$ cat src/hdl/thb_pkg.sv
`default_nettype none
// ----------------------------------------------------------------------------
// thb_pkg: shared definitions of the task heartbeat supervisor
// Sizes, command codes, register indexes and the structs passed between
// the supervisor's modules.
// ----------------------------------------------------------------------------
package thb_pkg;

	// Number of supervised clients and the width of a client slot index.
	localparam int NUM_TASKS  = 8;
	localparam int TASK_IDX_W = (NUM_TASKS > 1) ? $clog2(NUM_TASKS) : 1;

	// Widths of the item fields.
	localparam int CMD_W      = 2;
	localparam int TASK_W     = 8;
	localparam int TIME_W     = 32;
	localparam int CFG_W      = 16;

	// Configuration port sizes.
	localparam int PADDR_W    = 4;
	localparam int PDATA_W    = 32;

	// Command codes carried by an input item.
	typedef enum logic [CMD_W-1:0] {
		CMD_TICK      = 2'd0,
		CMD_HEARTBEAT = 2'd1,
		CMD_START     = 2'd2,
		CMD_NONE      = 2'd3
	} cmd_t;

	// Register indexes, taken from paddr[3:2].
	typedef enum logic [1:0] {
		REG_DEADLINE = 2'd0,
		REG_WARMUP   = 2'd1,
		REG_PERIOD   = 2'd2,
		REG_UNUSED   = 2'd3
	} reg_idx_t;

	// Configuration values seen by the sequencer.
	typedef struct packed {
		logic [CFG_W-1:0] deadline;
		logic [CFG_W-1:0] warmup;
		logic [CFG_W-1:0] period;
	} cfg_t;

	// Control from the sequencer to the heartbeat store.
	typedef struct packed {
		logic                  wr_en;
		logic [TASK_IDX_W-1:0] wr_addr;
		logic [TIME_W-1:0]     wr_data;
		logic                  reseed;
		logic                  rd_en;
		logic [TASK_IDX_W-1:0] rd_addr;
	} store_ctl_t;

endpackage
`default_nettype wire

$ cat src/hdl/thb_in_if.sv
`default_nettype none
// ----------------------------------------------------------------------------
// thb_in_if: input item channel
// Valid/ready channel carrying a command and a client index.
// ----------------------------------------------------------------------------
interface thb_in_if;
	logic                      valid;
	logic                      ready;
	logic [thb_pkg::CMD_W-1:0]  cmd;
	logic [thb_pkg::TASK_W-1:0] task_index;

	modport source (output valid, output cmd, output task_index, input ready);
	modport sink   (input valid, input cmd, input task_index, output ready);
endinterface
`default_nettype wire

$ cat src/hdl/thb_out_if.sv
`default_nettype none
// ----------------------------------------------------------------------------
// thb_out_if: result item channel
// Valid/ready channel carrying the supervision status of one item.
// ----------------------------------------------------------------------------
interface thb_out_if;
	logic valid;
	logic ready;
	logic refresh;
	logic missed;
	logic error_flag;
	logic warming_up;

	modport source (output valid, output refresh, output missed, output error_flag,
		output warming_up, input ready);
	modport sink   (input valid, input refresh, input missed, input error_flag,
		input warming_up, output ready);
endinterface
`default_nettype wire

$ cat src/hdl/thb_cfg_regs.sv
`default_nettype none
// ----------------------------------------------------------------------------
// thb_cfg_regs: configuration registers
// APB-style register file holding deadline, warmup and check period.
// ----------------------------------------------------------------------------
module thb_cfg_regs (
	input  wire logic                         clk,
	input  wire logic                         arst_n,
	input  wire logic                         psel,
	input  wire logic                         penable,
	input  wire logic                         pwrite,
	input  wire logic [thb_pkg::PADDR_W-1:0]  paddr,
	input  wire logic [thb_pkg::PDATA_W-1:0]  pwdata,
	output logic      [thb_pkg::PDATA_W-1:0]  prdata,
	output logic                              pready,
	output thb_pkg::cfg_t                     cfg
);

	logic [thb_pkg::CFG_W-1:0] deadline_q;
	logic [thb_pkg::CFG_W-1:0] warmup_q;
	logic [thb_pkg::CFG_W-1:0] period_q;
	thb_pkg::reg_idx_t         reg_idx;
	logic                      wr_en;

	assign pready  = 1'b1;
	assign reg_idx = thb_pkg::reg_idx_t'(paddr[3:2]);
	assign wr_en   = psel && penable && pwrite && pready;

	// Register writes; an address beyond the list is dropped.
	always_ff @(posedge clk or negedge arst_n) begin
		if (!arst_n) begin
			deadline_q <= 16'd500;
			warmup_q   <= 16'd2000;
			period_q   <= 16'd100;
		end else if (wr_en) begin
			case (reg_idx)
				thb_pkg::REG_DEADLINE: deadline_q <= pwdata[thb_pkg::CFG_W-1:0];
				thb_pkg::REG_WARMUP:   warmup_q   <= pwdata[thb_pkg::CFG_W-1:0];
				thb_pkg::REG_PERIOD:   period_q   <= pwdata[thb_pkg::CFG_W-1:0];
				default: ;
			endcase
		end
	end

	// Read-back of the selected register.
	always_comb begin
		prdata = '0;
		case (reg_idx)
			thb_pkg::REG_DEADLINE: prdata = thb_pkg::PDATA_W'(deadline_q);
			thb_pkg::REG_WARMUP:   prdata = thb_pkg::PDATA_W'(warmup_q);
			thb_pkg::REG_PERIOD:   prdata = thb_pkg::PDATA_W'(period_q);
			default:               prdata = '0;
		endcase
	end

	assign cfg.deadline = deadline_q;
	assign cfg.warmup   = warmup_q;
	assign cfg.period   = period_q;

endmodule
`default_nettype wire

$ cat src/hdl/thb_beat_store.sv
`default_nettype none
// ----------------------------------------------------------------------------
// thb_beat_store: client heartbeat timestamp memory
// Synchronous memory of last-beat times with a registered read port. A slot
// not written since reset or start reads as the common seed time.
// ----------------------------------------------------------------------------
module thb_beat_store (
	input  wire logic                        clk,
	input  wire logic                        arst_n,
	input  wire thb_pkg::store_ctl_t         ctl,
	output logic      [thb_pkg::TIME_W-1:0]  beat_s1
);

	logic [thb_pkg::TIME_W-1:0] mem [thb_pkg::NUM_TASKS];
	logic [thb_pkg::NUM_TASKS-1:0] valid_q;
	logic [thb_pkg::TIME_W-1:0] seed_q;
	logic [thb_pkg::TIME_W-1:0] rd_s1;
	logic                       vld_s1;

	// Memory write and registered read.
	always_ff @(posedge clk) begin
		if (ctl.wr_en) begin
			mem[ctl.wr_addr] <= ctl.wr_data;
		end
		if (ctl.rd_en) begin
			rd_s1 <= mem[ctl.rd_addr];
		end
	end

	// Slot valid bits and the seed time; a start invalidates every slot.
	always_ff @(posedge clk or negedge arst_n) begin
		if (!arst_n) begin
			valid_q <= '0;
			seed_q  <= '0;
			vld_s1  <= 1'b0;
		end else begin
			if (ctl.reseed) begin
				valid_q <= '0;
				seed_q  <= ctl.wr_data;
			end else if (ctl.wr_en) begin
				valid_q[ctl.wr_addr] <= 1'b1;
			end
			if (ctl.rd_en) begin
				vld_s1 <= valid_q[ctl.rd_addr];
			end
		end
	end

	assign beat_s1 = vld_s1 ? rd_s1 : seed_q;

endmodule
`default_nettype wire

$ cat src/hdl/task_heartbeat_supervisor.sv
`default_nettype none
// ----------------------------------------------------------------------------
// task_heartbeat_supervisor: multi-client heartbeat watchdog
// Sequencer that keeps time, stamps heartbeats and walks the timestamp store.
// ----------------------------------------------------------------------------
// Usage:
// Input items on "items" carry a command (tick, heartbeat, start) and a client
// index; each gives exactly one result item on "results" with the refresh and
// missed pulses, the sticky error and the warmup status after that item.
// The APB port sets deadline, warmup and check period; write it while idle.
// Timing: an item that runs no timestamp walk (no check, or a check during
// warmup) goes from acceptance to the hold state and then to the output
// register. A check after warmup reads every client slot through the one read
// port of the timestamp memory, one slot a cycle, then the final compare.
// One item is worked on at a time; the next is taken once the result has
// moved to the output register, even while the receiver has not yet taken it.
// A stalled receiver holds the result in the output register and the block
// stops taking items only once a second result is ready behind it.
// Reset clears time, timestamps, counters, armed and error state at once and
// loads the register defaults; no clearing pass is needed.
// ----------------------------------------------------------------------------
module task_heartbeat_supervisor (
	input  wire logic                         clk,
	input  wire logic                         arst_n,
	thb_in_if.sink                            items,
	thb_out_if.source                         results,
	input  wire logic                         psel,
	input  wire logic                         penable,
	input  wire logic                         pwrite,
	input  wire logic [thb_pkg::PADDR_W-1:0]  paddr,
	input  wire logic [thb_pkg::PDATA_W-1:0]  pwdata,
	output logic      [thb_pkg::PDATA_W-1:0]  prdata,
	output logic                              pready
);

	typedef enum logic [3:0] {
		ST_IDLE = 4'b0001,
		ST_WALK = 4'b0010,
		ST_FIN  = 4'b0100,
		ST_HOLD = 4'b1000
	} state_t;

	typedef struct packed {
		logic refresh;
		logic missed;
		logic error_flag;
		logic warming_up;
	} res_t;

	state_t                          state_q;
	thb_pkg::cfg_t                   cfg;
	thb_pkg::store_ctl_t             ctl;
	logic [thb_pkg::TIME_W-1:0]      beat_s1;
	logic [thb_pkg::TIME_W-1:0]      time_q;
	logic [thb_pkg::TIME_W-1:0]      wend_q;
	logic [thb_pkg::CFG_W-1:0]       pcount_q;
	logic                            armed_q;
	logic                            err_q;
	logic                            warm_q;
	logic                            fail_q;
	logic [thb_pkg::TASK_IDX_W-1:0]  idx_q;
	logic                            rd_valid_s1;
	res_t                            res_q;
	res_t                            out_q;
	logic                            out_valid_q;

	logic                            accept;
	thb_pkg::cmd_t                   cmd;
	logic [thb_pkg::TIME_W-1:0]      time_n;
	logic [thb_pkg::TIME_W-1:0]      wend_n;
	logic [thb_pkg::TIME_W-1:0]      wdiff;
	logic [thb_pkg::CFG_W-1:0]       pcount_n;
	logic [thb_pkg::CFG_W-1:0]       pcount_inc;
	logic                            armed_n;
	logic                            checked;
	logic                            warm_n;
	logic [thb_pkg::TIME_W-1:0]      age;
	logic                            late;
	logic                            fail_tot;
	logic                            last_issue;
	logic                            out_load;

	thb_cfg_regs u_cfg (
		.clk     (clk),
		.arst_n  (arst_n),
		.psel    (psel),
		.penable (penable),
		.pwrite  (pwrite),
		.paddr   (paddr),
		.pwdata  (pwdata),
		.prdata  (prdata),
		.pready  (pready),
		.cfg     (cfg)
	);

	thb_beat_store u_store (
		.clk     (clk),
		.arst_n  (arst_n),
		.ctl     (ctl),
		.beat_s1 (beat_s1)
	);

	assign items.ready = (state_q == ST_IDLE);
	assign accept      = items.valid && items.ready;
	assign cmd         = thb_pkg::cmd_t'(items.cmd);

	// Next time-keeping state for the item being accepted.
	always_comb begin
		time_n     = time_q;
		wend_n     = wend_q;
		pcount_n   = pcount_q;
		armed_n    = armed_q;
		checked    = 1'b0;
		pcount_inc = pcount_q + 16'd1;
		case (cmd)
			thb_pkg::CMD_TICK: begin
				time_n = time_q + 32'd1;
				if (armed_q) begin
					if (pcount_inc >= cfg.period) begin
						pcount_n = '0;
						checked  = 1'b1;
					end else begin
						pcount_n = pcount_inc;
					end
				end
			end
			thb_pkg::CMD_START: begin
				wend_n   = time_q + thb_pkg::TIME_W'(cfg.warmup);
				armed_n  = 1'b1;
				pcount_n = '0;
				checked  = 1'b1;
			end
			default: ;
		endcase
		wdiff  = time_n - wend_n;
		warm_n = armed_n && wdiff[thb_pkg::TIME_W-1];
	end

	// Store control: heartbeat writes, start reseeds, the walk reads.
	always_comb begin
		ctl.wr_en   = 1'b0;
		ctl.wr_addr = items.task_index[thb_pkg::TASK_IDX_W-1:0];
		ctl.wr_data = time_q;
		ctl.reseed  = 1'b0;
		ctl.rd_en   = (state_q == ST_WALK);
		ctl.rd_addr = idx_q;
		if (accept && (cmd == thb_pkg::CMD_HEARTBEAT)
			&& (items.task_index < thb_pkg::TASK_W'(thb_pkg::NUM_TASKS))) begin
			ctl.wr_en = 1'b1;
		end
		if (accept && (cmd == thb_pkg::CMD_START)) begin
			ctl.reseed = 1'b1;
		end
	end

	// Age test on the slot read in the previous cycle.
	assign age        = time_q - beat_s1;
	assign late       = rd_valid_s1 && (age > thb_pkg::TIME_W'(cfg.deadline));
	assign fail_tot   = fail_q || late;
	assign last_issue = (idx_q == thb_pkg::TASK_IDX_W'(thb_pkg::NUM_TASKS - 1));
	assign out_load   = (state_q == ST_HOLD) && (!out_valid_q || results.ready);

	// Sequencer and supervision state.
	always_ff @(posedge clk or negedge arst_n) begin
		if (!arst_n) begin
			state_q     <= ST_IDLE;
			time_q      <= '0;
			wend_q      <= '0;
			pcount_q    <= '0;
			armed_q     <= 1'b0;
			err_q       <= 1'b0;
			warm_q      <= 1'b0;
			fail_q      <= 1'b0;
			idx_q       <= '0;
			rd_valid_s1 <= 1'b0;
		end else begin
			rd_valid_s1 <= ctl.rd_en;
			case (state_q)
				ST_IDLE: begin
					if (accept) begin
						time_q   <= time_n;
						wend_q   <= wend_n;
						pcount_q <= pcount_n;
						armed_q  <= armed_n;
						warm_q   <= warm_n;
						fail_q   <= 1'b0;
						idx_q    <= '0;
						state_q  <= (checked && !warm_n) ? ST_WALK : ST_HOLD;
					end
				end
				ST_WALK: begin
					fail_q <= fail_tot;
					idx_q  <= idx_q + 1'b1;
					if (last_issue) begin
						state_q <= ST_FIN;
					end
				end
				ST_FIN: begin
					err_q   <= err_q || fail_tot;
					state_q <= ST_HOLD;
				end
				ST_HOLD: begin
					if (out_load) begin
						state_q <= ST_IDLE;
					end
				end
				default: state_q <= ST_IDLE;
			endcase
		end
	end

	// Result staging for the item in work.
	always_ff @(posedge clk) begin
		if (accept) begin
			res_q.refresh    <= checked;
			res_q.missed     <= 1'b0;
			res_q.error_flag <= err_q;
			res_q.warming_up <= warm_n;
		end else if (state_q == ST_FIN) begin
			res_q.refresh    <= !fail_tot;
			res_q.missed     <= fail_tot;
			res_q.error_flag <= err_q || fail_tot;
			res_q.warming_up <= warm_q;
		end
	end

	// Output register towards the receiver.
	always_ff @(posedge clk or negedge arst_n) begin
		if (!arst_n) begin
			out_valid_q <= 1'b0;
		end else if (out_load) begin
			out_valid_q <= 1'b1;
		end else if (results.ready) begin
			out_valid_q <= 1'b0;
		end
	end

	always_ff @(posedge clk) begin
		if (out_load) begin
			out_q <= res_q;
		end
	end

	assign results.valid      = out_valid_q;
	assign results.refresh    = out_q.refresh;
	assign results.missed     = out_q.missed;
	assign results.error_flag = out_q.error_flag;
	assign results.warming_up = out_q.warming_up;

`ifndef SYNTHESIS
	// The sticky error only ever rises until the next reset.
	a_err_sticky: assert property (@(posedge clk) disable iff (!arst_n)
		err_q |=> err_q)
		else $error("sticky error cleared");

	// A missed check is always reported together with the error flag.
	a_missed_err: assert property (@(posedge clk) disable iff (!arst_n)
		(out_valid_q && out_q.missed) |-> (out_q.error_flag && !out_q.refresh))
		else $error("missed result without error flag");

	// A timestamp walk only runs while supervision is armed and past warmup.
	a_walk_armed: assert property (@(posedge clk) disable iff (!arst_n)
		(state_q == ST_WALK) |-> (armed_q && !warm_q))
		else $error("walk while unarmed or warming up");

	// The final compare always sees a slot read from the last walk cycle.
	a_fin_read: assert property (@(posedge clk) disable iff (!arst_n)
		(state_q == ST_FIN) |-> rd_valid_s1)
		else $error("walk finished without a pending read");
`endif

endmodule
`default_nettype wire
$ cat src/flat_wrapper.sv
// flat-port wrapper written by rule: the top's interface ports become plain ports
module task_heartbeat_supervisor_flat 
  (clk, arst_n, psel, penable, pwrite, paddr, pwdata, prdata, pready, items_valid, items_cmd, items_task_index, items_ready, results_valid, results_refresh, results_missed, results_error_flag, results_warming_up, results_ready);
  thb_in_if items_i ();
  thb_out_if results_i ();
  input  wire logic clk;
  input  wire logic arst_n;
  input  wire logic psel;
  input  wire logic penable;
  input  wire logic pwrite;
  input  wire logic [thb_pkg::PADDR_W-1:0] paddr;
  input  wire logic [thb_pkg::PDATA_W-1:0] pwdata;
  output logic      [thb_pkg::PDATA_W-1:0] prdata;
  output logic pready;
  input wire logic [$bits(items_i.valid)-1:0] items_valid;
  input wire logic [$bits(items_i.cmd)-1:0] items_cmd;
  input wire logic [$bits(items_i.task_index)-1:0] items_task_index;
  output wire logic [$bits(items_i.ready)-1:0] items_ready;
  output wire logic [$bits(results_i.valid)-1:0] results_valid;
  output wire logic [$bits(results_i.refresh)-1:0] results_refresh;
  output wire logic [$bits(results_i.missed)-1:0] results_missed;
  output wire logic [$bits(results_i.error_flag)-1:0] results_error_flag;
  output wire logic [$bits(results_i.warming_up)-1:0] results_warming_up;
  input wire logic [$bits(results_i.ready)-1:0] results_ready;
  assign items_i.valid = items_valid;
  assign items_i.cmd = items_cmd;
  assign items_i.task_index = items_task_index;
  assign items_ready = items_i.ready;
  assign results_valid = results_i.valid;
  assign results_refresh = results_i.refresh;
  assign results_missed = results_i.missed;
  assign results_error_flag = results_i.error_flag;
  assign results_warming_up = results_i.warming_up;
  assign results_i.ready = results_ready;
  task_heartbeat_supervisor u_core (.clk(clk), .arst_n(arst_n), .items(items_i), .results(results_i), .psel(psel), .penable(penable), .pwrite(pwrite), .paddr(paddr), .pwdata(pwdata), .prdata(prdata), .pready(pready));
endmodule
$ cat config.mk
export PLATFORM = sky130hd
export DESIGN_NAME = task_heartbeat_supervisor_flat
export DESIGN_NICKNAME = d
export VERILOG_FILES = /design/src/hdl/thb_pkg.sv /design/src/hdl/thb_in_if.sv /design/src/hdl/thb_out_if.sv /design/src/hdl/thb_cfg_regs.sv /design/src/hdl/thb_beat_store.sv /design/src/hdl/task_heartbeat_supervisor.sv /design/src/flat_wrapper.sv
export SDC_FILE = /design/constraint.sdc
export NUM_CORES = 1
export LEC_CHECK = 0
export BUFFER_PORTS_ARGS = -buffer_cell sky130_fd_sc_hd__clkbuf_2
export CAP_MARGIN = 15
export CORE_MARGIN = 4
export CORE_UTILIZATION = 45
export DETAILED_ROUTE_END_ITERATION = 8
export PLACE_DENSITY_LB_ADDON = 0.3
export SLEW_MARGIN = 20
export SYNTH_ARGS = -nofsm -noshare
export SYNTH_HDL_FRONTEND = slang
export SYNTH_SLANG_ARGS = --single-unit
$ cat constraint.sdc
create_clock -name clk -period 4.4 [get_ports clk]
set_input_delay 1.1 -clock clk [delete_from_list [all_inputs] [get_ports clk]]
set_output_delay 1.1 -clock clk [all_outputs]
set_load 0.01 [all_outputs]
==> insert_results.sql <==
INSERT INTO impl_metrics (metric_group, metric, value, unit) VALUES
('logic_synthesis', 'synth_sequential_area_ratio', '55.3', '%'),
('logic_synthesis', 'postSynthCellCount', '1895', ''),
('timing', 'min_period', '4.72', 'ns'),
('logic_synthesis', 'synth_simple_gate_area_share', '9.39', '%'),
('logic_synthesis', 'post_synth_xor_area_fraction', '4.36', '%'),
('worst_setup_path', 'critPathKind', 'flop to flop', ''),
('route', 'drt_pass1_iterations', '5', ''),
('finish', 'post_route_cells_drive_above_1_share', '30.2', '%'),
('route', 'dr_vias_cell', '5.66', ''),
('grt', 'met1_usage', '30.0', '%'),
('floorplan', 'boundary_pin_count', '92', ''),
('timing', 'hold_viol_final', '0', ''),
('worst_setup_path', 'critical_path_peak_fanout', '3', ''),
('logic_synthesis', 'count_of_yosys_warnings_during_synthesis', '0', ''),
('route', 'remaining_drc_errors', '0', ''),
('grt', 'grt.total_usage', '21.1', '%'),
('outcome', 'status', 'finished with violations', ''),
('grt', 'pin_count_of_the_biggest_net_entering_global_routing', '90', ''),
('floorplan', 'fp.coreArea', '53100', 'um2'),
('route', 'ant_nets', '0', ''),
('finish', 'layout_commonest_cell', 'edfxtp_1', ''),
('clock_tree', 'clock_sinks', '478', ''),
('clock_tree', 'clkTransAtPathRegs', '0.06', 'ns'),
('logic_synthesis', 'syn_area', '24300', 'um2'),
('floorplan', 'site_rows', '84', ''),
('floorplan', 'die-area', '57900', 'um2'),
('outcome', 'violations', 'setup timing', ''),
('clock_tree', 'cts_tree', 'built', ''),
('worst_setup_path', 'path_buf_inv', '3', ''),
('run', 'cap_violations', '0', ''),
('timing', 'final.period_utilization', '107', '%'),
('worst_hold_path', 'whs_path_depth', '2', ''),
('floorplan', 'die_y', '241', 'um'),
('floorplan', 'start_util', '45.8', '%'),
('logic_synthesis', 'synthArstFlopShare', '38.1', '%'),
('timing', 'final-max-slew-violation-count', '0', ''),
('timing', 'finalSetupViolations', '4', ''),
('route', 'wl', '61100', 'um'),
('clock_tree', 'clock_tree.htree_level_count', '2', ''),
('clock_tree', 'ctsRootBufferMaster', 'clkbuf_16', ''),
('worst_setup_path', 'crit_path_start_kind', 'flop', ''),
('logic_synthesis', 'synth_flop_cell', 'edfxtp_1', ''),
('timing', 'unrepaired_setup_endpoints_after_global_routing', 'yes', ''),
('route', 'route.vias.total', '16200', ''),
('placement', 'port_buffer_count', '56', ''),
('timing', 'slew_headroom', '32.3', '%'),
('timing', 'achievable-frequency', '0.212', 'GHz'),
('power_and_ir_drop', 'peakVddDrop', '0.385', 'mV'),
('grt', 'wire_length_of_the_first_global_routing_pass', '94900', 'um'),
('worst_setup_path', 'crit_path_top_delay_cell', 'o211ai_1', ''),
('logic_synthesis', 'avgSynthCellArea', '12.8', 'um2'),
('clock_tree', 'cts-buffers-inserted', '48', ''),
('timing', 'slew_at_the_pin_with_the_worst_max_slew_slack', '1.02', 'ns'),
('worst_setup_path', 'cp.required', '4.70', 'ns'),
('logic_synthesis', 'synth_compound_area_share', '8.82', '%'),
('worst_setup_path', 'critical_path.endpoint_type', 'flop', ''),
('worst_setup_path', 'worst_ep_arrival_time', '5.02', 'ns'),
('logic_synthesis', 'synth_fa_ha_area_share', '5.98', '%'),
('worst_hold_path', 'beginning_of_the_worst_hold_path', 'u_core.wend_q[24]', ''),
('logic_synthesis', 'synth_top_family_by_area', 'multiplexers', ''),
('worst_setup_path', 'crit_family', 'compound AO/OA/AOI/OAI gates', ''),
('worst_hold_path', 'min_delay_worst_endpoint', 'u_core.wend_q[24]', ''),
('finish', 'insertedDiodeCount', '0', ''),
('timing', 'setup_slack', '-0.321', 'ns'),
('finish', 'finalNetCount', '2296', ''),
('grt', 'gr-max-usage-layer', 'met2', ''),
('worst_setup_path', 'reg_to_reg_endpoint', 'u_core.res_q[0]', ''),
('grt', 'met2_demand_to_capacity_share_in_global_routing', '34.3', '%'),
('timing', 'setup_total_negative_slack', '-1.18', 'ns'),
('grt', 'antenna_violations_before_repair', '0', ''),
('placement', 'hpwl', '40700', 'um');
-- Yosys cell counts (all sizes together), types with 8 or more instances --
library cell  number  area, um2
a211oi            10       85.1
xor2              54        473
o21a              19        143
dfrtp            166       4150
o211ai            16        139
a21o              29        218
nand2            179        674
nor4               8       71.3
mux2              95       1070
xnor2             67        587
inv               50        188
a21oi             73        369
ha               113       1410
nand3             35        205
buf               41        280
o21ai            124        621
nand2b            27        169
nand4             29        181
nor2b             10       62.6
a31oi              8       56.3
nor2              93        349
and2               8       51.3
and3              20        125
mux2i             65        651
edfxtp           295       8860
clkbuf            67        251
nor3              28        163
mux4              66       1490
dfstp             16        420
-- registers in the layout, indices dropped and copies added, names as in the netlist, 4 cells and up --
register,count
u_core.u_store.seed_q,32
u_core.u_cfg.warmup_q,16
u_core.u_store.rd_s1,32
u_core.u_store.valid_q,8
u_core.state_q,4
u_core.res_q,4
u_core.u_store.mem,256
u_core.u_cfg.period_q,16
u_core.u_cfg.deadline_q,16
u_core.time_q,32
u_core.pcount_q,16
u_core.wend_q,32
-- metrics by stage --
step	setup slack [ns]	utilization [%]	hold WS (ns)	cells	instance area [um2]
floorplan	-0.147	-	0.400	1910	24400
global placement	-0.540	50.3	0.461	2741	26700
detailed placement	-0.579	50.3	0.472	2741	26700
CTS	-0.306	53.9	0.486	2843	28600
global route	-0.534	54.7	0.499	2856	29000
finish	-0.321	54.7	0.480	2856	29000
-- tightest hold or removal path: stages (launching register included) --
cell,delay (ns)
dfrtp_1,0.34
nand2_1,0.05
o21ai_0,0.06
-- repair_timing --
action,4_1_cts,5_1_grt
endpoints found under the setup margin,9,9
setup buffers,12,16
pin swaps,29,57
gates resized for setup,66,58
-- logic make-up (layout without fill, tap and decap cells) --
kind of cell / Yosys count / in the layout
muxes: 226 / 226
DFF: 478 / 478
AOI/OAI and AO/OA: 332 / 332
xor gates and xnor gates: 121 / 121
adders and majority gates: 115 / 115
other: 2 / 17
and+or+nand+nor: 463 / 463
buffers and inverters: 158 / 416
-- metal layers --
| metal | up-vias | wire length, um |
|---|---|---|
| li1 | 7484 | - |
| met1 | 8179 | 27600 |
| met2 | 417 | 28800 |
| met3 | 92 | 2730 |
| met4 | 0 | 1970 |
| met5 | - | 0 |
-- layout make-up --
type                    count  area, um2  share of cell area (%)
clock buffers              62       1280                    4.43
clock inverters            28        184                   0.634
inverters                  50        188                   0.647
multi-input cells        1274      10900                    37.7
flip-flops and latches    478      13500                    46.4
well taps                 688        861                    2.97
repair buffers            276       2100                    7.24
-- report_power, final --
group	leakage [nW]	internal (mW)	switching, mW
registers	4.59	5.07	0.192
clock network	0.717	2.14	1.75
logic	5.81	1.95	2.16
total	11.1	9.15	4.10
-- worst max-delay path by stage --
stage / slack, ns / cells after the start / endpoint / from
2_1_floorplan: -0.15 / 19 / u_core.res_q[0] / items_cmd[1]
5_1_grt: -0.53 / 22 / u_core.res_q[0] / u_core.u_cfg.warmup_q[0]
3_5_place_dp: -0.58 / 22 / u_core.res_q[0] / u_core.time_q[0]
3_3_place_gp: -0.54 / 18 / u_core.res_q[0] / items_cmd[1]
6_report: -0.32 / 21 / u_core.res_q[0] / u_core.time_q[0]
4_1_cts: -0.31 / 19 / u_core.res_q[0] / u_core.u_cfg.warmup_q[7]
No activity file was read; power rests on OpenSTA's default activity.
